$ cat config.mk
export PLATFORM = sky130hd
export DESIGN_NAME = dual_range_frame_parser_averager_flat
export DESIGN_NICKNAME = d
export VERILOG_FILES = /design/src/hdl/drfpa_pkg.sv /design/src/hdl/drfpa_if.sv /design/src/hdl/drfpa_div.sv /design/src/hdl/drfpa_crc.sv /design/src/hdl/dual_range_frame_parser_averager.sv /design/src/flat_wrapper.sv
export SDC_FILE = /design/constraint.sdc
export NUM_CORES = 1
export LEC_CHECK = 0
export ABC_AREA = 0
export BUFFER_PORTS_ARGS = -buffer_cell sky130_fd_sc_hd__buf_2
export CAP_MARGIN = 20
export CORE_MARGIN = 4
export CORE_UTILIZATION = 43
export CTS_BUF_LIST = sky130_fd_sc_hd__clkbuf_8
export CTS_CLUSTER_DIAMETER = 50
export DETAILED_ROUTE_END_ITERATION = 10
export SYNTH_ARGS = -nofsm -noshare
export SYNTH_HDL_FRONTEND = slang
export SYNTH_SLANG_ARGS = --single-unit
$ cat constraint.sdc
create_clock -name clk -period 8.8 [get_ports clk]
set_clock_uncertainty 0.15 [all_clocks]
set_input_delay 1.32 -clock clk [delete_from_list [all_inputs] [get_ports clk]]
set_output_delay 1.32 -clock clk [all_outputs]
set_load 0.01 [all_outputs]
$ cat src/hdl/drfpa_pkg.sv
// Package for the dual-range frame parser and averager: shared widths, codes and
// control/response structs for the divider and CRC units. No dependencies.
`timescale 1ns / 1ps

package drfpa_pkg;

  localparam int unsigned DIST_W   = 16;  // distances, bounds, held distance
  localparam int unsigned BYTE_W   = 8;
  localparam int unsigned SUM_W    = 24;  // batch sums
  localparam int unsigned CNT_W    = 8;   // batch frame counts
  localparam int unsigned DIV_W    = 24;  // divider dividend and quotient
  localparam int unsigned DVS_W    = 8;   // divider divisor
  localparam int unsigned CFG_IDX_W  = 3;
  localparam int unsigned CFG_DATA_W = 16;

  localparam logic [BYTE_W-1:0] START_BYTE = 8'h54;  // 'T'

  typedef enum logic [CFG_IDX_W-1:0] {
    REG_TOF_MIN   = 3'd0,
    REG_TOF_MAX   = 3'd1,
    REG_SOUND_MIN = 3'd2,
    REG_SOUND_MAX = 3'd3,
    REG_DIVISOR   = 3'd4,
    REG_CRC_POLY  = 3'd5
  } reg_index_t;

  typedef enum logic [1:0] {
    SRC_NONE  = 2'd0,
    SRC_TOF   = 2'd1,
    SRC_SOUND = 2'd2
  } source_t;

  typedef enum logic [1:0] {
    STATUS_GOOD = 2'd0,
    STATUS_HIGH = 2'd1,
    STATUS_LOW  = 2'd2
  } status_t;

  typedef struct packed {
    logic              start;
    logic [DIV_W-1:0]  dividend;
    logic [DVS_W-1:0]  divisor;
  } div_req_t;

  typedef struct packed {
    logic              done;
    logic [DIV_W-1:0]  quotient;
  } div_rsp_t;

  typedef struct packed {
    logic              clear;
    logic              step;
    logic [BYTE_W-1:0] data;
    logic [BYTE_W-1:0] poly;
  } crc_ctl_t;

endpackage

$ cat src/hdl/drfpa_if.sv
// Handshake channels of the frame parser: the input item channel and the result channel.
// Depends on drfpa_pkg for field widths.
`timescale 1ns / 1ps

interface drfpa_item_if;
  logic                              valid;
  logic                              ready;
  logic                              cmd;
  logic [drfpa_pkg::BYTE_W-1:0]      rx_byte;

  modport source (output valid, output cmd, output rx_byte, input ready);
  modport sink   (input valid, input cmd, input rx_byte, output ready);
endinterface

interface drfpa_result_if;
  logic                              valid;
  logic                              ready;
  logic                              new_reading;
  logic [1:0]                        reading_source;
  logic [drfpa_pkg::DIST_W-1:0]      reading_cm;
  logic [1:0]                        range_status;

  modport source (output valid, output new_reading, output reading_source,
                  output reading_cm, output range_status, input ready);
  modport sink   (input valid, input new_reading, input reading_source,
                  input reading_cm, input range_status, output ready);
endinterface

$ cat src/hdl/drfpa_div.sv
// Shared restoring divider, one quotient bit per cycle.
// Depends on drfpa_pkg for widths and request/response structs.
`timescale 1ns / 1ps

module drfpa_div (
  input  logic                clk,
  input  logic                rst,
  input  drfpa_pkg::div_req_t req,
  output drfpa_pkg::div_rsp_t rsp
);

  localparam int unsigned STEP_W = $clog2(drfpa_pkg::DIV_W);

  logic                          busy;
  logic                          done;
  logic [STEP_W-1:0]             step;
  logic [drfpa_pkg::DVS_W-1:0]   rem;
  logic [drfpa_pkg::DVS_W-1:0]   dvs;
  logic [drfpa_pkg::DIV_W-1:0]   quo;
  logic [drfpa_pkg::DVS_W:0]     trial;
  logic [drfpa_pkg::DVS_W+1:0]   diff;

  always_comb begin
    trial = {rem, quo[drfpa_pkg::DIV_W-1]};
    diff  = {1'b0, trial} - {2'b00, dvs};
  end

  always_ff @(posedge clk) begin
    if (rst) begin
      busy <= 1'b0;
      done <= 1'b0;
      step <= '0;
    end else begin
      done <= 1'b0;
      if (req.start) begin
        rem  <= '0;
        quo  <= req.dividend;
        // zero divisor divides as one
        dvs  <= (req.divisor == '0) ? drfpa_pkg::DVS_W'(1) : req.divisor;
        step <= '0;
        busy <= 1'b1;
      end else if (busy) begin
        if (!diff[drfpa_pkg::DVS_W+1]) begin
          rem <= diff[drfpa_pkg::DVS_W-1:0];
          quo <= {quo[drfpa_pkg::DIV_W-2:0], 1'b1};
        end else begin
          rem <= trial[drfpa_pkg::DVS_W-1:0];
          quo <= {quo[drfpa_pkg::DIV_W-2:0], 1'b0};
        end
        if (step == STEP_W'(drfpa_pkg::DIV_W - 1)) begin
          busy <= 1'b0;
          done <= 1'b1;
        end
        step <= step + STEP_W'(1);
      end
    end
  end

  assign rsp.done     = done;
  assign rsp.quotient = quo;

endmodule

$ cat src/hdl/drfpa_crc.sv
// CRC-8 accumulator, MSB first, zero init: folds one stored byte per cycle while stepped.
// Depends on drfpa_pkg for the control struct.
`timescale 1ns / 1ps

module drfpa_crc (
  input  logic                          clk,
  input  drfpa_pkg::crc_ctl_t           ctl,
  output logic [drfpa_pkg::BYTE_W-1:0]  crc
);

  logic [drfpa_pkg::BYTE_W-1:0] crc_next;

  always_comb begin
    crc_next = crc ^ ctl.data;
    for (int b = 0; b < drfpa_pkg::BYTE_W; b++) begin
      if (crc_next[drfpa_pkg::BYTE_W-1]) begin
        crc_next = {crc_next[drfpa_pkg::BYTE_W-2:0], 1'b0} ^ ctl.poly;
      end else begin
        crc_next = {crc_next[drfpa_pkg::BYTE_W-2:0], 1'b0};
      end
    end
  end

  always_ff @(posedge clk) begin
    if (ctl.clear) begin
      crc <= '0;
    end else if (ctl.step) begin
      crc <= crc_next;
    end
  end

endmodule

$ cat src/hdl/dual_range_frame_parser_averager.sv
// Dual-range frame parser and averager. Takes sensor UART bytes (cmd 0) and end-of-batch
// commands (cmd 1) on the item channel. A 'T' byte restarts a frame at any point; after
// FRAME_LEN bytes the frame's CRC-8 (programmable polynomial, MSB first, zero init) is
// checked over the first FRAME_LEN-1 bytes against the last. Good frames give a
// time-of-flight and a sound distance (bytes 1-2 and 4-5, big-endian, divided by
// raw_to_cm_divisor); the ToF one is summed per batch if in its window, else the sound
// one if in its window, counts capped at MAX_FRAMES. An end-of-batch command yields one
// result beat: the held distance (the batch average, ToF first, else sound) and its
// range status. The byte that completes a frame starts the check: the CRC unit folds
// one stored byte per cycle, then two scale divisions run back to back on the single
// shared divider at one quotient bit per cycle; a frame whose checksum fails is dropped
// after the CRC check. An end-of-batch command runs one pass of the same divider (none
// for an empty batch), then waits for any previous result beat to be taken. The item
// channel is ready only while the sequencer is idle; a finished result sits in the
// output register and does not hold off the next item.
`timescale 1ns / 1ps

module dual_range_frame_parser_averager #(
  parameter int unsigned FRAME_LEN  = 10,
  parameter int unsigned MAX_FRAMES = 255
) (
  input  logic                                clk,
  input  logic                                rst,
  drfpa_item_if.sink                          item,
  drfpa_result_if.source                      result,
  input  logic                                cfg_we,
  input  logic [drfpa_pkg::CFG_IDX_W-1:0]     cfg_index,
  input  logic [drfpa_pkg::CFG_DATA_W-1:0]    cfg_data
);

  localparam int unsigned IDX_W = $clog2(FRAME_LEN);
  localparam int unsigned BI_W  = $clog2(FRAME_LEN + 1);

  typedef enum logic [3:0] {
    ST_IDLE,
    ST_CRC,
    ST_CHECK,
    ST_TOF_GO,
    ST_TOF_WAIT,
    ST_SND_GO,
    ST_SND_WAIT,
    ST_ACC,
    ST_AVG_GO,
    ST_AVG_WAIT,
    ST_EMIT
  } state_t;

  // Configuration registers
  logic [drfpa_pkg::DIST_W-1:0] tof_min_cm;
  logic [drfpa_pkg::DIST_W-1:0] tof_max_cm;
  logic [drfpa_pkg::DIST_W-1:0] sound_min_cm;
  logic [drfpa_pkg::DIST_W-1:0] sound_max_cm;
  logic [drfpa_pkg::DVS_W-1:0]  raw_to_cm_divisor;
  logic [drfpa_pkg::BYTE_W-1:0] crc_polynomial;

  // Frame parsing state
  logic [drfpa_pkg::BYTE_W-1:0] frame_store [FRAME_LEN];
  logic [BI_W-1:0]              byte_index;
  logic                         in_frame;
  logic [IDX_W-1:0]             check_idx;

  // Batch accumulators and held reading
  logic [drfpa_pkg::SUM_W-1:0]  tof_sum;
  logic [drfpa_pkg::CNT_W-1:0]  tof_frames;
  logic [drfpa_pkg::SUM_W-1:0]  sound_sum;
  logic [drfpa_pkg::CNT_W-1:0]  sound_frames;
  logic [drfpa_pkg::DIST_W-1:0] held_distance;
  logic [drfpa_pkg::DIST_W-1:0] tof_cm;
  logic [drfpa_pkg::DIST_W-1:0] sound_cm;
  drfpa_pkg::source_t           batch_src;

  // Output register
  logic                         out_valid;
  logic                         out_new;
  drfpa_pkg::source_t           out_src;
  logic [drfpa_pkg::DIST_W-1:0] out_dist;
  drfpa_pkg::status_t           out_status;

  state_t                       state;

  // Shared units
  drfpa_pkg::div_req_t          div_req;
  drfpa_pkg::div_rsp_t          div_rsp;
  drfpa_pkg::crc_ctl_t          crc_ctl;
  logic [drfpa_pkg::BYTE_W-1:0] crc;

  // Combinational helpers
  logic                         item_fire;
  logic                         start_hit;
  logic                         frame_on;
  logic [BI_W-1:0]              idx_base;
  logic [BI_W-1:0]              idx_inc;
  logic                         frame_full;
  logic                         tof_ok;
  logic                         snd_ok;
  logic                         out_load;
  drfpa_pkg::status_t           status_now;

  assign item.ready = (state == ST_IDLE);
  assign item_fire  = item.valid && item.ready;

  // A start byte restarts the frame wherever the parser stands
  always_comb begin
    start_hit  = (item.rx_byte == drfpa_pkg::START_BYTE);
    frame_on   = in_frame || start_hit;
    idx_base   = start_hit ? '0 : byte_index;
    idx_inc    = idx_base + BI_W'(1);
    frame_full = frame_on && (idx_inc == BI_W'(FRAME_LEN));
  end

  // Scale divisions and the batch average all go through the one divider
  always_comb begin
    div_req.start    = (state == ST_TOF_GO) || (state == ST_SND_GO) || (state == ST_AVG_GO);
    div_req.divisor  = raw_to_cm_divisor;
    div_req.dividend = {{(drfpa_pkg::DIV_W - 2 * drfpa_pkg::BYTE_W){1'b0}},
                        frame_store[1], frame_store[2]};
    case (state)
      ST_SND_GO: begin
        div_req.dividend = {{(drfpa_pkg::DIV_W - 2 * drfpa_pkg::BYTE_W){1'b0}},
                            frame_store[4], frame_store[5]};
      end
      ST_AVG_GO: begin
        if (batch_src == drfpa_pkg::SRC_TOF) begin
          div_req.dividend = tof_sum;
          div_req.divisor  = tof_frames;
        end else begin
          div_req.dividend = sound_sum;
          div_req.divisor  = sound_frames;
        end
      end
      default: begin
      end
    endcase
  end

  // Clear the CRC as the last frame byte lands, then fold one byte per cycle
  always_comb begin
    crc_ctl.clear = (state == ST_IDLE) && item_fire && !item.cmd && frame_full;
    crc_ctl.step  = (state == ST_CRC);
    crc_ctl.data  = frame_store[check_idx];
    crc_ctl.poly  = crc_polynomial;
  end

  // Window tests: all bounds exclusive
  always_comb begin
    tof_ok = (tof_cm > tof_min_cm) && (tof_cm < tof_max_cm);
    snd_ok = (sound_cm > sound_min_cm) && (sound_cm < sound_max_cm);
  end

  // Held distance is judged as a signed 16-bit value
  always_comb begin
    if ($signed({held_distance[drfpa_pkg::DIST_W-1], held_distance}) >
        $signed({1'b0, tof_max_cm})) begin
      status_now = drfpa_pkg::STATUS_HIGH;
    end else if ($signed({held_distance[drfpa_pkg::DIST_W-1], held_distance}) <
                 $signed({1'b0, sound_min_cm})) begin
      status_now = drfpa_pkg::STATUS_LOW;
    end else begin
      status_now = drfpa_pkg::STATUS_GOOD;
    end
  end

  assign out_load = (state == ST_EMIT) && (!out_valid || result.ready);

  drfpa_div u_div (
    .clk (clk),
    .rst (rst),
    .req (div_req),
    .rsp (div_rsp)
  );

  drfpa_crc u_crc (
    .clk (clk),
    .ctl (crc_ctl),
    .crc (crc)
  );

  // Configuration writes; indexes past the list are dropped
  always_ff @(posedge clk) begin
    if (rst) begin
      tof_min_cm        <= drfpa_pkg::DIST_W'(5);
      tof_max_cm        <= drfpa_pkg::DIST_W'(1400);
      sound_min_cm      <= drfpa_pkg::DIST_W'(20);
      sound_max_cm      <= drfpa_pkg::DIST_W'(765);
      raw_to_cm_divisor <= drfpa_pkg::DVS_W'(10);
      crc_polynomial    <= drfpa_pkg::BYTE_W'(7);
    end else if (cfg_we) begin
      case (cfg_index)
        drfpa_pkg::REG_TOF_MIN:   tof_min_cm        <= cfg_data;
        drfpa_pkg::REG_TOF_MAX:   tof_max_cm        <= cfg_data;
        drfpa_pkg::REG_SOUND_MIN: sound_min_cm      <= cfg_data;
        drfpa_pkg::REG_SOUND_MAX: sound_max_cm      <= cfg_data;
        drfpa_pkg::REG_DIVISOR:   raw_to_cm_divisor <= cfg_data[drfpa_pkg::DVS_W-1:0];
        drfpa_pkg::REG_CRC_POLY:  crc_polynomial    <= cfg_data[drfpa_pkg::BYTE_W-1:0];
        default: begin
        end
      endcase
    end
  end

  // Frame store: written as bytes arrive, no reset
  always_ff @(posedge clk) begin
    if (item_fire && !item.cmd && frame_on) begin
      frame_store[idx_base[IDX_W-1:0]] <= item.rx_byte;
    end
  end

  // Sequencer, accumulators and output register
  always_ff @(posedge clk) begin
    if (rst) begin
      state         <= ST_IDLE;
      byte_index    <= '0;
      in_frame      <= 1'b0;
      check_idx     <= '0;
      tof_sum       <= '0;
      tof_frames    <= '0;
      sound_sum     <= '0;
      sound_frames  <= '0;
      held_distance <= '0;
      batch_src     <= drfpa_pkg::SRC_NONE;
      out_valid     <= 1'b0;
      out_new       <= 1'b0;
      out_src       <= drfpa_pkg::SRC_NONE;
      out_dist      <= '0;
      out_status    <= drfpa_pkg::STATUS_GOOD;
    end else begin
      // drop the beat once taken, unless a new one loads in its place
      if (result.ready && !out_load) begin
        out_valid <= 1'b0;
      end
      case (state)
        ST_IDLE: begin
          if (item_fire) begin
            if (!item.cmd) begin
              if (frame_on) begin
                if (frame_full) begin
                  // frame complete: rewind the parser and check it
                  byte_index <= '0;
                  in_frame   <= 1'b0;
                  check_idx  <= '0;
                  state      <= ST_CRC;
                end else begin
                  byte_index <= idx_inc;
                  in_frame   <= 1'b1;
                end
              end
            end else if (tof_frames != '0) begin
              batch_src <= drfpa_pkg::SRC_TOF;
              state     <= ST_AVG_GO;
            end else if (sound_frames != '0) begin
              batch_src <= drfpa_pkg::SRC_SOUND;
              state     <= ST_AVG_GO;
            end else begin
              batch_src <= drfpa_pkg::SRC_NONE;
              state     <= ST_EMIT;
            end
          end
        end
        ST_CRC: begin
          check_idx <= check_idx + IDX_W'(1);
          if (check_idx == IDX_W'(FRAME_LEN - 2)) begin
            state <= ST_CHECK;
          end
        end
        ST_CHECK: begin
          state <= (crc == frame_store[FRAME_LEN-1]) ? ST_TOF_GO : ST_IDLE;
        end
        ST_TOF_GO: begin
          state <= ST_TOF_WAIT;
        end
        ST_TOF_WAIT: begin
          if (div_rsp.done) begin
            tof_cm <= div_rsp.quotient[drfpa_pkg::DIST_W-1:0];
            state  <= ST_SND_GO;
          end
        end
        ST_SND_GO: begin
          state <= ST_SND_WAIT;
        end
        ST_SND_WAIT: begin
          if (div_rsp.done) begin
            sound_cm <= div_rsp.quotient[drfpa_pkg::DIST_W-1:0];
            state    <= ST_ACC;
          end
        end
        ST_ACC: begin
          // ToF wins when in window; a full count drops the sample
          if (tof_ok) begin
            if (tof_frames < drfpa_pkg::CNT_W'(MAX_FRAMES)) begin
              tof_sum    <= tof_sum + {{(drfpa_pkg::SUM_W - drfpa_pkg::DIST_W){1'b0}}, tof_cm};
              tof_frames <= tof_frames + drfpa_pkg::CNT_W'(1);
            end
          end else if (snd_ok) begin
            if (sound_frames < drfpa_pkg::CNT_W'(MAX_FRAMES)) begin
              sound_sum    <= sound_sum +
                              {{(drfpa_pkg::SUM_W - drfpa_pkg::DIST_W){1'b0}}, sound_cm};
              sound_frames <= sound_frames + drfpa_pkg::CNT_W'(1);
            end
          end
          state <= ST_IDLE;
        end
        ST_AVG_GO: begin
          state <= ST_AVG_WAIT;
        end
        ST_AVG_WAIT: begin
          if (div_rsp.done) begin
            held_distance <= div_rsp.quotient[drfpa_pkg::DIST_W-1:0];
            state         <= ST_EMIT;
          end
        end
        ST_EMIT: begin
          // hold until the previous beat is taken, then load and clear the batch
          if (out_load) begin
            out_valid    <= 1'b1;
            out_new      <= (batch_src != drfpa_pkg::SRC_NONE);
            out_src      <= batch_src;
            out_dist     <= held_distance;
            out_status   <= status_now;
            tof_sum      <= '0;
            tof_frames   <= '0;
            sound_sum    <= '0;
            sound_frames <= '0;
            state        <= ST_IDLE;
          end
        end
        default: begin
          state <= ST_IDLE;
        end
      endcase
    end
  end

  assign result.valid          = out_valid;
  assign result.new_reading    = out_new;
  assign result.reading_source = out_src;
  assign result.reading_cm     = out_dist;
  assign result.range_status   = out_status;

`ifndef NO_ASSERTIONS
  a_counts_capped: assert property (@(posedge clk) disable iff (rst)
    (tof_frames <= drfpa_pkg::CNT_W'(MAX_FRAMES)) &&
    (sound_frames <= drfpa_pkg::CNT_W'(MAX_FRAMES)))
    else $error("batch frame count above cap");

  a_index_in_frame: assert property (@(posedge clk) disable iff (rst)
    byte_index < BI_W'(FRAME_LEN))
    else $error("byte index ran past frame length");

  a_batch_cleared: assert property (@(posedge clk) disable iff (rst)
    out_load |=> (tof_frames == '0) && (sound_frames == '0) &&
                 (tof_sum == '0) && (sound_sum == '0))
    else $error("batch not cleared after result load");

  a_new_matches_src: assert property (@(posedge clk) disable iff (rst)
    result.valid |-> (result.new_reading ==
                      (result.reading_source != drfpa_pkg::SRC_NONE)))
    else $error("new_reading disagrees with reading_source");
`endif

endmodule
$ cat src/flat_wrapper.sv
// flat-port wrapper written by rule: the top's interface ports become plain ports
module dual_range_frame_parser_averager_flat 
#(
  parameter int unsigned FRAME_LEN  = 10,
  parameter int unsigned MAX_FRAMES = 255
)
  (clk, rst, cfg_we, cfg_index, cfg_data, item_valid, item_cmd, item_rx_byte, item_ready, result_valid, result_new_reading, result_reading_source, result_reading_cm, result_range_status, result_ready);
  drfpa_item_if item_i ();
  drfpa_result_if result_i ();
  input  logic clk;
  input  logic rst;
  input  logic cfg_we;
  input  logic [drfpa_pkg::CFG_IDX_W-1:0] cfg_index;
  input  logic [drfpa_pkg::CFG_DATA_W-1:0] cfg_data;
  input wire logic [$bits(item_i.valid)-1:0] item_valid;
  input wire logic [$bits(item_i.cmd)-1:0] item_cmd;
  input wire logic [$bits(item_i.rx_byte)-1:0] item_rx_byte;
  output wire logic [$bits(item_i.ready)-1:0] item_ready;
  output wire logic [$bits(result_i.valid)-1:0] result_valid;
  output wire logic [$bits(result_i.new_reading)-1:0] result_new_reading;
  output wire logic [$bits(result_i.reading_source)-1:0] result_reading_source;
  output wire logic [$bits(result_i.reading_cm)-1:0] result_reading_cm;
  output wire logic [$bits(result_i.range_status)-1:0] result_range_status;
  input wire logic [$bits(result_i.ready)-1:0] result_ready;
  assign item_i.valid = item_valid;
  assign item_i.cmd = item_cmd;
  assign item_i.rx_byte = item_rx_byte;
  assign item_ready = item_i.ready;
  assign result_valid = result_i.valid;
  assign result_new_reading = result_i.new_reading;
  assign result_reading_source = result_i.reading_source;
  assign result_reading_cm = result_i.reading_cm;
  assign result_range_status = result_i.range_status;
  assign result_i.ready = result_ready;
  dual_range_frame_parser_averager #(.FRAME_LEN(FRAME_LEN), .MAX_FRAMES(MAX_FRAMES)) u_core (.clk(clk), .rst(rst), .item(item_i), .result(result_i), .cfg_we(cfg_we), .cfg_index(cfg_index), .cfg_data(cfg_data));
endmodule
==> report_table.html, run 1 <==
<table>
<tr><th>Metric</th><th>Value</th></tr>
<tr><th colspan="2">Outcome</th></tr>
<tr><td>Run status</td><td>finished clean</td></tr>
<tr><th colspan="2">STA</th></tr>
<tr><td>Shortest clock period the worst path allows after layout</td><td>6.56 ns</td></tr>
<tr><td>Post-route setup slack</td><td>2.24 ns</td></tr>
<tr><td>Setup repair after global routing missed its margin</td><td>no</td></tr>
<tr><td>Final slew viol count</td><td>0</td></tr>
<tr><td>Number of endpoints failing setup at the final stage</td><td>0</td></tr>
<tr><td>Portion of the clock cycle consumed by the worst path in the final layout</td><td>0.746</td></tr>
<tr><td>Total negative slack for setup checks</td><td>0 ns</td></tr>
<tr><td>Worst hold slack after final layout</td><td>0.301 ns</td></tr>
<tr><td>Relative slew slack</td><td>0.284</td></tr>
<tr><td>Fmax achieved</td><td>152 MHz</td></tr>
<tr><td>Transition time at the pin with the least slew margin</td><td>1.07 ns</td></tr>
<tr><td>Final Hold Viols</td><td>0</td></tr>
<tr><th colspan="2">Route</th></tr>
<tr><td>DR iter-0 viols</td><td>1317</td></tr>
<tr><td>Routed length per placed instance</td><td>19.6 um</td></tr>
<tr><td>Via count</td><td>16.4k</td></tr>
<tr><td>First-pass iteration count of the detailed router</td><td>5</td></tr>
<tr><td>DRC violations left</td><td>0</td></tr>
<tr><td>Via density per instance</td><td>5.64</td></tr>
<tr><td>Detailed Route WL</td><td>56900 um</td></tr>
<tr><td>Antenna-violating nets left</td><td>0</td></tr>
<tr><th colspan="2">Global routing</th></tr>
<tr><td>Number of antenna violations at the first check in global routing</td><td>0</td></tr>
<tr><td>Number of global-route vias before repair</td><td>15.9k</td></tr>
<tr><td>First-pass GRT wire length</td><td>88500 um</td></tr>
<tr><td>Global routing usage summed across all routing layers</td><td>0.219</td></tr>
<tr><td>Largest net degree at the start of global routing</td><td>97</td></tr>
<tr><td>Overall overflow remaining after global route</td><td>0</td></tr>
<tr><th colspan="2">Place</th></tr>
<tr><td>Final GP Congestion</td><td>0.870</td></tr>
<tr><td>Placed cells</td><td>2780</td></tr>
<tr><td>Placed wire-length estimate</td><td>40900 um</td></tr>
<tr><td>Number of port buffers</td><td>55</td></tr>
<tr><td>Placed cell areas</td><td>0.0212 sq mm</td></tr>
<tr><td>Pre-CTS WS</td><td>2.31 ns</td></tr>
<tr><th colspan="2">Pwr</th></tr>
<tr><td>Max VDD drop</td><td>0.119 mV</td></tr>
<tr><td>Leakage power total</td><td>8.88 nW</td></tr>
<tr><td>Switching power</td><td>1.87 mW</td></tr>
<tr><td>Portion of total power attributed to the clock network</td><td>0.297</td></tr>
<tr><td>Total design power</td><td>5.35 mW</td></tr>
<tr><td>Power per unit of standard cell area</td><td>238 mW/mm^2</td></tr>
<tr><td>Proportion of power drawn by combinational gates</td><td>0.316</td></tr>
<tr><td>Design internal power</td><td>3.47 mW</td></tr>
<tr><td>Part of the power in registers</td><td>0.387</td></tr>
<tr><td>Net switching share of the total power</td><td>0.350</td></tr>
<tr><th colspan="2">Yosys</th></tr>
<tr><td>Commonest cells in the netlist</td><td>346 x nand2_1, 224 x a21oi_1, 216 x dfxtp_1</td></tr>
<tr><td>Area fraction of the dominant cell type after synthesis</td><td>0.224</td></tr>
<tr><td>Share of the yosys chip area belonging to registers</td><td>0.435</td></tr>
<tr><td>Number of enable-type register cells in the synthesized netlist</td><td>152</td></tr>
<tr><td>Number of cells produced by synthesis</td><td>2211</td></tr>
<tr><td>Cell type with the largest total area after synthesis</td><td>edfxtp_1</td></tr>
<tr><td>Syn Std Cell Area</td><td>0.0204 sq mm</td></tr>
<tr><td>Average cell area after synthesis</td><td>9.23 sq um</td></tr>
<tr><td>Count leader, synth</td><td>nand2_1</td></tr>
<tr><td>Flops &amp; latches, synth</td><td>368</td></tr>
<tr><td>Most used flip-flop cell after synthesis</td><td>dfxtp_1</td></tr>
<tr><td>Count of distinct cell types in the synthesized netlist</td><td>86</td></tr>
<tr><td>Synthesized netlist net count</td><td>2392</td></tr>
<tr><td>Synthesis Warnings</td><td>0</td></tr>
<tr><td>Leading cell types by total area after synthesis</td><td>edfxtp_1 22%, dfxtp_1 21%, ha_1 8.9%</td></tr>
<tr><td>Proportion of synthesized flip-flops having asynchronous set or reset</td><td>0</td></tr>
<tr><th colspan="2">Clock network</th></tr>
<tr><td>Number of buffers on the longest clock path</td><td>3</td></tr>
<tr><td>Number of buffers created by CTS</td><td>69</td></tr>
<tr><td>Root buffer selected by CTS</td><td>clkbuf_8</td></tr>
<tr><td>Number of H-tree levels</td><td>3</td></tr>
<tr><td>Clock-pin slew reported for the worst setup and hold paths after clock tree synthesis</td><td>0.07 ns</td></tr>
<tr><td>Post-CTS setup buffer count</td><td>0</td></tr>
<tr><td>Number of buffers inserted by hold repair at cts</td><td>0</td></tr>
<tr><td>Count of instances resized after the clock tree is built</td><td>0</td></tr>
<tr><td>Source-to-sink clock delay at the later pin of the worst-skew pair</td><td>0.63 ns</td></tr>
<tr><td>CTS tree</td><td>done</td></tr>
<tr><td>Clock sink total</td><td>368</td></tr>
<tr><th colspan="2">Min path</th></tr>
<tr><td>Startpoint of the most critical hold path</td><td>u_core.result.reading_cm[7]</td></tr>
<tr><td>Cell count of the worst hold path</td><td>2</td></tr>
<tr><td>Path type of the worst min-delay path</td><td>reg2reg</td></tr>
<tr><td>Hold worst-path end</td><td>u_core.result.reading_cm[7]</td></tr>
<tr><th colspan="2">Cells and area</th></tr>
<tr><td>Fraction of final layout cells sized beyond drive strength 1</td><td>0.0922</td></tr>
<tr><td>Core occupancy in the finished layout</td><td>0.481</td></tr>
<tr><td>Post-layout instance count excluding filler cells</td><td>2907</td></tr>
<tr><td>Area overhead of the layout relative to synthesis</td><td>10.2%</td></tr>
<tr><td>Ant diodes</td><td>0</td></tr>
<tr><td>Total number of nets in the final design</td><td>2425</td></tr>
<tr><td>Summed area of non-filler cells in the final layout</td><td>0.0225 sq mm</td></tr>
<tr><th colspan="2">Worst setup path</th></tr>
<tr><td>Setup slack on the worst flop-to-flop path</td><td>2.24 ns</td></tr>
<tr><td>End of the worst register-to-register path</td><td>u_core.u_crc.crc[1]</td></tr>
<tr><td>Largest fanout on the critical path</td><td>15</td></tr>
<tr><td>Crit path launch type</td><td>flip-flop</td></tr>
<tr><td>CP Data Arrival Time</td><td>6.90 ns</td></tr>
<tr><td>Number of cell instances on the worst register-to-register path</td><td>15</td></tr>
<tr><td>Kind of cell adding the most delay to the critical path</td><td>compound AO/OA/AOI/OAI gates</td></tr>
<tr><td>Cell at the slowest stage of the critical path</td><td>dfxtp_1</td></tr>
<tr><td>Element type at the critical path end</td><td>flip-flop</td></tr>
<tr><td>Number of logic stages on the critical path including buffering</td><td>15</td></tr>
<tr><td>Critical Path RT</td><td>9.14 ns</td></tr>
<tr><td>Delay of the slowest critical-path stage</td><td>0.84 ns</td></tr>
<tr><td>Critical path, cell by cell</td><td>mux4_2, mux4_2, xor2_1, o211ai_1, a2111oi_0, a311oi_1, a31o_1, a21oi_1, or2_1, xor2_1, mux2i_1, nor4_4, nand2b_1, xnor2_1, o21ai_1</td></tr>
<tr><td>Type of the worst setup path</td><td>reg2reg</td></tr>
<tr><td>Worst path buffer plus inverter count</td><td>0</td></tr>
<tr><th colspan="2">Floorplanning</th></tr>
<tr><td>Initial Util</td><td>0.437</td></tr>
<tr><td>Floorplan core area</td><td>0.0468 sq mm</td></tr>
<tr><td>Number of top-level pins</td><td>56</td></tr>
<tr><td>Horizontal extent of the die</td><td>226 um</td></tr>
<tr><td># rows</td><td>79</td></tr>
<tr><td>Die ar.</td><td>0.0510 sq mm</td></tr>
<tr><td>Die Ht</td><td>226 um</td></tr>
<tr><th colspan="2">Job</th></tr>
<tr><td>Count of maximum capacitance violations</td><td>0</td></tr>
</table>
[flip-flops by register name, summed over array words and instances (netlist names), 8 cells and up, named ones only]
register	cells
u_core.u_crc.crc	8
u_core.u_div.rem	8
u_core.sound_cm	16
u_core.tof_max_cm	16
u_core.sound_max_cm	16
u_core.sound_frames	8
u_core.tof_frames	8
u_core.raw_to_cm_divisor	8
u_core.held_distance	16
u_core.sound_sum	24
u_core.result.reading_cm	16
u_core.tof_min_cm	16
u_core.crc_polynomial	8
u_core.frame_store	80
u_core.tof_sum	24
u_core.u_div.quo	24
u_core.sound_min_cm	16
u_core.u_div.dvs	8
u_core.tof_cm	16
[tightest hold or removal path: stages, from the launching register on]
cell,delay (ns)
dfxtp_1,0.30
nand2_1,0.05
a21oi_1,0.05
[worst max-delay path by stage]
stage	startpoint	to	slack, ns
after floorplan	flip-flop	u_core.u_crc.crc[4]	4.12
after global placement	flip-flop	u_core.u_crc.crc[4]	2.48
after detailed placement	flip-flop	u_core.u_crc.crc[1]	2.31
after CTS	flip-flop	u_core.u_crc.crc[1]	2.25
after global routing	flip-flop	u_core.u_crc.crc[4]	1.82
final	flip-flop	u_core.u_crc.crc[1]	2.24
[layer usage]
layer  vias up  track usage  wire length, um
li1       7960            -                -
met1      7888        0.299            25600
met2       468        0.359            26400
met3        90       0.0370             3470
met4         0       0.0690             1500
met5         -            0                0
[layout by cell type (no fill, tap or decap), types with 9 or more instances in the layout]
cell type / n
a21o_1: 44
or3_1: 23
buf_4: 24
edfxtp_1: 152
mux2i_1: 59
clkbuf_8: 78
a211o_1: 17
dfxtp_1: 216
nor2b_1: 33
mux4_2: 17
o31ai_1: 12
o21ai_0: 73
nand4_1: 26
nor4_1: 14
nor3_1: 30
nand3b_1: 17
o21a_1: 9
a21oi_1: 224
and2_1: 14
or4_1: 10
o211ai_1: 10
ha_1: 145
nand2_1: 346
xnor2_1: 58
a221oi_1: 16
nor2_1: 156
a211oi_1: 24
buf_2: 54
and3_1: 18
xor2_1: 22
a21boi_0: 10
nand3_1: 37
nand2b_1: 21
inv_1: 149
[power by group through the flow]
stage	Clock (mW)	Combinational [mW]	Sequential [mW]
2_1_floorplan	0	1.38	2.02
3_3_place_gp	0	1.66	2.10
3_5_place_dp	0	1.68	2.10
4_1_cts	1.63	1.69	2.07
5_1_grt	1.71	1.86	2.08
6_report	1.59	1.69	2.07
[layout make-up]
cell class / instances / area, sq um
clock buffer: 78 / 1070
tap: 607 / 759
clock inverter: 49 / 241
inverter: 120 / 450
multi-input combinational: 1607 / 10600
timing repair buffer: 78 / 450
sequential: 368 / 8890
fill: 4445 / 24200
[cells by family (layout without fill, tap and decap cells)]
family,count (synthesis),after routing,synth area share
adders and majority gates,148,148,0.0918
DFF,368,368,0.435
AOI/OAI and AO/OA,516,516,0.159
and+or+nand+nor,778,778,0.178
muxes,78,78,0.0488
buffers and inverters,236,325,0.0452
xor gates and xnor gates,87,87,0.0420
(Power assumes the default switching activity.)
==> run 2, diff against run 1 <==
==> constraint.sdc (replaced) <==
create_clock -name clk -period 5.6 [get_ports clk]
set_clock_uncertainty 0.15 [all_clocks]
set_input_delay 0.84 -clock clk [delete_from_list [all_inputs] [get_ports clk]]
set_output_delay 0.84 -clock clk [all_outputs]
set_load 0.01 [all_outputs]
==> report_table.html, run 2 (synthesized netlist as in run 1, its figures left out) <==
<table>
<tr><th>Metric</th><th>Value</th></tr>
<tr><th colspan="2">Floorplanning</th></tr>
<tr><td># rows</td><td>79 (unchanged)</td></tr>
<tr><td>Floorplan core area</td><td>0.0468 sq mm (unchanged)</td></tr>
<tr><td>Horizontal extent of the die</td><td>226 um (unchanged)</td></tr>
<tr><td>Number of top-level pins</td><td>56 (unchanged)</td></tr>
<tr><td>Die ar.</td><td>0.0510 sq mm (unchanged)</td></tr>
<tr><td>Initial Util</td><td>0.437 (unchanged)</td></tr>
<tr><td>Die Ht</td><td>226 um (unchanged)</td></tr>
<tr><th colspan="2">Pwr</th></tr>
<tr><td>Leakage power total</td><td>8.91 nW (+0.38%)</td></tr>
<tr><td>Power per unit of standard cell area</td><td>373 mW/mm^2 (+57%)</td></tr>
<tr><td>Total design power</td><td>8.44 mW (+58%)</td></tr>
<tr><td>Max VDD drop</td><td>0.266 mV (+120%)</td></tr>
<tr><th colspan="2">STA</th></tr>
<tr><td>Setup repair after global routing missed its margin</td><td>no</td></tr>
<tr><td>Number of endpoints failing setup at the final stage</td><td>0 (unchanged)</td></tr>
<tr><td>Portion of the clock cycle consumed by the worst path in the final layout</td><td>0.933 (+0.187)</td></tr>
<tr><td>Final Hold Viols</td><td>0 (unchanged)</td></tr>
<tr><td>Relative slew slack</td><td>0.330 (+0.0464)</td></tr>
<tr><td>Fmax achieved</td><td>191 MHz (+26%)</td></tr>
<tr><td>Post-route setup slack</td><td>0.375 ns (-1.86 ns)</td></tr>
<tr><td>Total negative slack for setup checks</td><td>0 ns (unchanged)</td></tr>
<tr><td>Final slew viol count</td><td>0 (unchanged)</td></tr>
<tr><td>Worst hold slack after final layout</td><td>0.298 ns (-0.00313 ns)</td></tr>
<tr><td>Transition time at the pin with the least slew margin</td><td>1.00 ns (-0.0695 ns)</td></tr>
<tr><td>Shortest clock period the worst path allows after layout</td><td>5.23 ns (-1.34 ns)</td></tr>
<tr><th colspan="2">Min path</th></tr>
<tr><td>Startpoint of the most critical hold path</td><td>u_core.result.reading_cm[9]</td></tr>
<tr><td>Path type of the worst min-delay path</td><td>reg2reg</td></tr>
<tr><th colspan="2">Clock network</th></tr>
<tr><td>Source-to-sink clock delay at the later pin of the worst-skew pair</td><td>0.62 ns (about the same)</td></tr>
<tr><td>Root buffer selected by CTS</td><td>clkbuf_8</td></tr>
<tr><td>Clock sink total</td><td>368 (unchanged)</td></tr>
<tr><td>CTS tree</td><td>done</td></tr>
<tr><td>Number of H-tree levels</td><td>3 (unchanged)</td></tr>
<tr><td>Number of buffers created by CTS</td><td>66 (-4.3%)</td></tr>
<tr><td>Clock-pin slew reported for the worst setup and hold paths after clock tree synthesis</td><td>0.06 ns (about the same)</td></tr>
<tr><td>Number of buffers on the longest clock path</td><td>3 (unchanged)</td></tr>
<tr><th colspan="2">Cells and area</th></tr>
<tr><td>Total number of nets in the final design</td><td>2433 (+0.33%)</td></tr>
<tr><td>Fraction of final layout cells sized beyond drive strength 1</td><td>0.0980 (+0.00583)</td></tr>
<tr><td>Max reg flops</td><td>80 (unchanged)</td></tr>
<tr><td>Number of inserted filler cells in the final layout</td><td>4452 (+0.16%)</td></tr>
<tr><td>Leading cell type in the layout, fill and taps excluded</td><td>nand2_1</td></tr>
<tr><td>Commonest cells after routing, fill and taps aside</td><td>346 x nand2_1, 224 x a21oi_1, 216 x dfxtp_1</td></tr>
<tr><td>Area overhead of the layout relative to synthesis</td><td>10.6%</td></tr>
<tr><td>Summed area of non-filler cells in the final layout</td><td>0.0226 sq mm (+0.36%)</td></tr>
<tr><td>Ant diodes</td><td>0 (unchanged)</td></tr>
<tr><th colspan="2">Route</th></tr>
<tr><td>DRC violations left</td><td>0 (unchanged)</td></tr>
<tr><td>Via density per instance</td><td>5.66 (+0.31%)</td></tr>
<tr><td>Routed length per placed instance</td><td>19.4 um (-0.63%)</td></tr>
<tr><td>Antenna-violating nets left</td><td>0 (unchanged)</td></tr>
<tr><td>DR iter-0 viols</td><td>1285 (-2.4%)</td></tr>
<tr><td>Via count</td><td>16.5k (+0.52%)</td></tr>
<tr><td>Detailed Route WL</td><td>56600 um (-0.42%)</td></tr>
<tr><td>First-pass iteration count of the detailed router</td><td>5 (unchanged)</td></tr>
<tr><th colspan="2">Worst setup path</th></tr>
<tr><td>Setup slack on the worst flop-to-flop path</td><td>0.37 ns (-1.86 ns)</td></tr>
<tr><td>Number of cell instances on the worst register-to-register path</td><td>18 (+3)</td></tr>
<tr><td>CP endpoint</td><td>u_core.u_crc.crc[4]</td></tr>
<tr><td>Crit path launch type</td><td>flip-flop</td></tr>
<tr><td>Critical Path RT</td><td>5.96 ns (-3.18 ns)</td></tr>
<tr><td>Type of the worst setup path</td><td>reg2reg</td></tr>
<tr><td>CP Data Arrival Time</td><td>5.59 ns (-1.31 ns)</td></tr>
<tr><td>End of the worst register-to-register path</td><td>u_core.u_crc.crc[4]</td></tr>
<tr><td>Element type at the critical path end</td><td>flip-flop</td></tr>
<tr><td>Largest fanout on the critical path</td><td>10 (-5)</td></tr>
<tr><th colspan="2">Outcome</th></tr>
<tr><td>Run status</td><td>finished clean</td></tr>
<tr><th colspan="2">Global routing</th></tr>
<tr><td>Number of global-route vias before repair</td><td>15.6k (-1.9%)</td></tr>
<tr><td>Global routing usage summed across all routing layers</td><td>0.219 (-0.000492)</td></tr>
<tr><td>Overall overflow remaining after global route</td><td>0 (unchanged)</td></tr>
<tr><td>First-pass GRT wire length</td><td>88100 um (-0.40%)</td></tr>
<tr><td>Number of antenna violations at the first check in global routing</td><td>0 (unchanged)</td></tr>
<tr><td>Largest net degree at the start of global routing</td><td>85 (-12%)</td></tr>
<tr><th colspan="2">Job</th></tr>
<tr><td>Count of maximum capacitance violations</td><td>0 (unchanged)</td></tr>
<tr><th colspan="2">Place</th></tr>
<tr><td>Placed wire-length estimate</td><td>41400 um (+1.2%)</td></tr>
<tr><td>Final GP Congestion</td><td>0.916 (+5.3%)</td></tr>
<tr><td>Number of port buffers</td><td>55 (unchanged)</td></tr>
<tr><td>Pre-CTS WS</td><td>0.327 ns (-1.99 ns)</td></tr>
<tr><td>Placed cell areas</td><td>0.0213 sq mm (+0.41%)</td></tr>
</table>
run 2: cell count changes in the layout (fill, tap and decap cells not counted), sizes merged:
| cell | delta |
|---|---|
| buf | +11 |
| inv | -7 |
| clkinv | +5 |
| clkbuf | -4 |
| bufinv | +1 |
run 2: where the power goes:
part	total [mW]	switching, mW	internal [mW]
Clock	2.47	1.16	1.32
Combinational	2.71	1.56	1.15
Sequential	3.25	0.223	3.03
Total	8.44	2.94	5.49
run 2: critical path, cell delays in order, from the launching register on:
cell      delay (ns)
dfxtp_1         0.43
buf_4           0.26
buf_4           0.23
mux4_2          0.30
mux2i_1         0.32
xor2_1          0.20
o211ai_1        0.36
buf_4           0.19
nor4_1          0.04
nor4_1          0.34
nand4_1         0.29
and3_1          0.28
or3_1           0.37
and2_4          0.17
o221ai_2        0.36
nand2_2         0.10
xor3_1          0.40
xnor2_1         0.14
a22o_1          0.19
run 2: worst min path at each step:
stage / endpoint / slack (ns) / cells past startpoint
2_1_floorplan: u_core.sound_max_cm[10] / 0.29 / 2
3_3_place_gp: u_core.result.reading_cm[13] / 0.29 / 2
3_5_place_dp: u_core.result.reading_cm[9] / 0.30 / 2
4_1_cts: u_core.tof_max_cm[10] / 0.30 / 2
5_1_grt: u_core.result.reading_cm[10] / 0.32 / 2
6_report: u_core.result.reading_cm[9] / 0.30 / 2
run 2: cell type report:
class	instances	area, sq um	area share
clock buffer	74	1020	0.0451
inverter	120	450	0.0199
timing repair buffer	89	546	0.0242
sequential	368	8890	0.394
clock inverter	48	275	0.0122
tap	607	759	0.0336
multi-input combinational	1607	10600	0.471
run 2: layer usage:
metal / wire length [um] / vias to the layer above / GRT usage
met5: 0 / - / 0
met4: 2040 / 0 / 0.0786
met3: 3200 / 100 / 0.0398
met2: 25800 / 466 / 0.348
met1: 25600 / 7955 / 0.300
li1: - / 7970 / -
run 2: repair_timing:
item,CTS,global route
endpoints found under the hold margin,0,0
endpoints found under the setup margin,0,7
hold buffers,0,0
buffers inserted,0,1
resized for setup,0,1
run 2: stage by stage:
stage           util  cells
5_1_grt        0.483   2913
2_1_floorplan      -   2211
3_5_place_dp   0.455   2790
3_3_place_gp   0.455   2790
4_1_cts        0.483   2912
6_report       0.483   2913
==> run 3, diff against run 2 <==
--- a/config.mk
+++ b/config.mk
@@ -6,7 +6,7 @@
 export NUM_CORES = 1
 export LEC_CHECK = 0
 export ABC_AREA = 0
-export BUFFER_PORTS_ARGS = -buffer_cell sky130_fd_sc_hd__buf_2
+export BUFFER_PORTS_ARGS = -buffer_cell sky130_fd_sc_hd__buf_4
 export CAP_MARGIN = 20
 export CORE_MARGIN = 4
 export CORE_UTILIZATION = 43
==> report_table.html, run 3 (synthesized netlist as in run 1, its figures left out) <==
<table>
<tr><th>Metric</th><th>Value</th></tr>
<tr><th colspan="2">Route</th></tr>
<tr><td>Via density per instance</td><td>5.68 (+0.38%)</td></tr>
<tr><td>Via count</td><td>16.5k (+0.21%)</td></tr>
<tr><td>Routed length per placed instance</td><td>19.7 um (+1.1%)</td></tr>
<tr><td>Detailed Route WL</td><td>57200 um (+0.95%)</td></tr>
<tr><td>DR iter-0 viols</td><td>1317 (+2.5%)</td></tr>
<tr><td>Antenna-violating nets left</td><td>0 (unchanged)</td></tr>
<tr><td>DRC violations left</td><td>0 (unchanged)</td></tr>
<tr><td>First-pass iteration count of the detailed router</td><td>6 (+1)</td></tr>
<tr><th colspan="2">Cells and area</th></tr>
<tr><td>Multi-input gate area</td><td>0.0107 sq mm (about the same)</td></tr>
<tr><td>Commonest cells after routing, fill and taps aside</td><td>346 x nand2_1, 224 x a21oi_1, 216 x dfxtp_1</td></tr>
<tr><td>Max reg flops</td><td>80 (unchanged)</td></tr>
<tr><td>Total number of nets in the final design</td><td>2431 (-0.082%)</td></tr>
<tr><td>Post-layout instance count excluding filler cells</td><td>2908 (-0.17%)</td></tr>
<tr><td>Number of inserted filler cells in the final layout</td><td>4447 (-0.11%)</td></tr>
<tr><td>Sequential cell area in the final layout</td><td>0.00889 sq mm (unchanged)</td></tr>
<tr><td>Ant diodes</td><td>0 (unchanged)</td></tr>
<tr><td>Area overhead of the layout relative to synthesis</td><td>11.1%</td></tr>
<tr><td>Summed area of non-filler cells in the final layout</td><td>0.0227 sq mm (+0.39%)</td></tr>
<tr><td>Leading cell type in the layout, fill and taps excluded</td><td>nand2_1</td></tr>
<tr><td>Fraction of final layout cells sized beyond drive strength 1</td><td>0.0952 (-0.00283)</td></tr>
<tr><th colspan="2">STA</th></tr>
<tr><td>Portion of the clock cycle consumed by the worst path in the final layout</td><td>0.938 (+0.00503)</td></tr>
<tr><td>Fmax achieved</td><td>190 MHz (-0.54%)</td></tr>
<tr><td>Final slew viol count</td><td>0 (unchanged)</td></tr>
<tr><td>Final Hold Viols</td><td>0 (unchanged)</td></tr>
<tr><td>Worst hold slack after final layout</td><td>0.298 ns (+0.000905 ns)</td></tr>
<tr><td>Relative slew slack</td><td>0.337 (+0.00683)</td></tr>
<tr><td>Shortest clock period the worst path allows after layout</td><td>5.25 ns (+0.0281 ns)</td></tr>
<tr><td>Transition time at the pin with the least slew margin</td><td>0.994 ns (-0.0102 ns)</td></tr>
<tr><td>Total negative slack for setup checks</td><td>0 ns (unchanged)</td></tr>
<tr><td>Number of endpoints failing setup at the final stage</td><td>0 (unchanged)</td></tr>
<tr><td>Setup repair after global routing missed its margin</td><td>no</td></tr>
<tr><th colspan="2">Worst setup path</th></tr>
<tr><td>CP Data Arrival Time</td><td>5.61 ns (+0.02 ns)</td></tr>
<tr><td>Crit path launch type</td><td>flip-flop</td></tr>
<tr><td>Largest fanout on the critical path</td><td>19 (+9)</td></tr>
<tr><td>Element type at the critical path end</td><td>flip-flop</td></tr>
<tr><td>Type of the worst setup path</td><td>reg2reg</td></tr>
<tr><td>Critical Path RT</td><td>5.96 ns (about the same)</td></tr>
<tr><th colspan="2">Global routing</th></tr>
<tr><td>Global routing usage summed across all routing layers</td><td>0.221 (+0.00254)</td></tr>
<tr><td>Number of global-route vias before repair</td><td>15.8k (+1.1%)</td></tr>
<tr><td>Global-route met1 utilization</td><td>0.311 (+0.0102)</td></tr>
<tr><td>Layer carrying the most global-route usage</td><td>met2</td></tr>
<tr><td>Largest net degree at the start of global routing</td><td>89 (+4.7%)</td></tr>
<tr><td>First-pass GRT wire length</td><td>89500 um (+1.6%)</td></tr>
<tr><td>Overall overflow remaining after global route</td><td>0 (unchanged)</td></tr>
<tr><td>Routing usage on met2</td><td>0.354 (+0.00535)</td></tr>
<tr><td>Number of antenna violations at the first check in global routing</td><td>0 (unchanged)</td></tr>
<tr><td>Grt met3 use</td><td>0.0376 (-0.00221)</td></tr>
<tr><th colspan="2">Clock network</th></tr>
<tr><td>Clock-pin slew reported for the worst setup and hold paths after clock tree synthesis</td><td>0.06 ns (about the same)</td></tr>
<tr><td>Number of H-tree levels</td><td>3 (unchanged)</td></tr>
<tr><td>Number of buffers on the longest clock path</td><td>3 (unchanged)</td></tr>
<tr><td>Clock sink total</td><td>368 (unchanged)</td></tr>
<tr><td>Source-to-sink clock delay at the later pin of the worst-skew pair</td><td>0.64 ns (+0.02 ns)</td></tr>
<tr><td>Root buffer selected by CTS</td><td>clkbuf_8</td></tr>
<tr><td>CTS tree</td><td>done</td></tr>
<tr><td>Number of buffers created by CTS</td><td>68 (+3.0%)</td></tr>
<tr><th colspan="2">Floorplanning</th></tr>
<tr><td>Die Ht</td><td>226 um (unchanged)</td></tr>
<tr><td># rows</td><td>79 (unchanged)</td></tr>
<tr><td>Floorplan core area</td><td>0.0468 sq mm (unchanged)</td></tr>
<tr><td>Number of top-level pins</td><td>56 (unchanged)</td></tr>
<tr><td>Die ar.</td><td>0.0510 sq mm (unchanged)</td></tr>
<tr><td>Initial Util</td><td>0.437 (unchanged)</td></tr>
<tr><td>Horizontal extent of the die</td><td>226 um (unchanged)</td></tr>
<tr><th colspan="2">Pwr</th></tr>
<tr><td>Power per unit of standard cell area</td><td>371 mW/mm^2 (-0.53%)</td></tr>
<tr><td>Leakage power total</td><td>8.90 nW (about the same)</td></tr>
<tr><td>Max VDD drop</td><td>0.183 mV (-31%)</td></tr>
<tr><th colspan="2">Place</th></tr>
<tr><td>Final GP Congestion</td><td>0.947 (+3.4%)</td></tr>
<tr><td>Number of port buffers</td><td>55 (unchanged)</td></tr>
<tr><td>Placed cell areas</td><td>0.0214 sq mm (+0.52%)</td></tr>
<tr><td>Placed cells</td><td>2786 (-0.14%)</td></tr>
<tr><td>Placed wire-length estimate</td><td>41600 um (+0.54%)</td></tr>
<tr><th colspan="2">Outcome</th></tr>
<tr><td>Run status</td><td>finished clean</td></tr>
<tr><th colspan="2">Job</th></tr>
<tr><td>Count of maximum capacitance violations</td><td>0 (unchanged)</td></tr>
<tr><th colspan="2">Min path</th></tr>
<tr><td>Path type of the worst min-delay path</td><td>in2reg</td></tr>
</table>
run 3: final timing paths:
check / start / end / slack, ns / depth (start not counted)
setup / recovery: flip-flop / u_core.u_crc.crc[4] / 0.35 / 17
setup reg to reg: flip-flop / u_core.u_crc.crc[4] / 0.35 / 17
hold / removal: cfg_data[8] / u_core.tof_max_cm[8] / 0.30 / 2
hold reg to reg: u_core.result.reading_cm[12] / u_core.result.reading_cm[12] / 0.30 / 2
run 3: repair_timing:
item,CTS,global route
buffers inserted,0,1
hold buffers,0,0
setup endpoints to repair,0,7
gates resized for setup,0,2
run 3: critical path: stages (launching register included):
cell       delay [ns]
dfxtp_1          0.45
buf_4            0.37
mux4_2           0.34
mux2i_1          0.37
xor2_1           0.22
o211ai_1         0.42
a2111oi_0        0.20
a311oi_1         0.36
nand4_1          0.27
and3_1           0.28
or2_1            0.23
buf_4            0.18
a31oi_1          0.39
o21bai_1         0.11
a32oi_1          0.20
xor3_1           0.26
xnor2_1          0.14
a22o_1           0.19
run 3: routing by layer:
metal | vias to the layer above | share of wire
li1 | 7957 | -
met1 | 7999 | 0.46
met2 | 468 | 0.46
met3 | 101 | 0.057
met4 | 0 | 0.026
met5 | - | 0
run 3: report_power, final:
group	switching, mW	internal (mW)
Combinational	1.56	1.17
Clock	1.16	1.27
Sequential	0.232	3.03
run 3: per-stage QoR:
step / worst slack, ns / power, mW / util
5_1_grt: 0.0240 / 8.89 / 0.485
4_1_cts: 0.250 / 8.45 / 0.485
3_3_place_gp: 0.437 / 5.93 / 0.458
6_report: 0.347 / 8.42 / 0.485
3_5_place_dp: 0.252 / 6.00 / 0.458
2_1_floorplan: 0.916 / 5.34 / -
run 3: cell type report:
class | instances | share of cell area
Tap cell | 607 | 0.0335
Sequential cell | 368 | 0.392
Multi-Input combinational cell | 1607 | 0.470
Clock buffer | 78 | 0.0473
Inverter | 120 | 0.0199
Timing Repair Buffer | 85 | 0.0287
Clock inverter | 43 | 0.00850
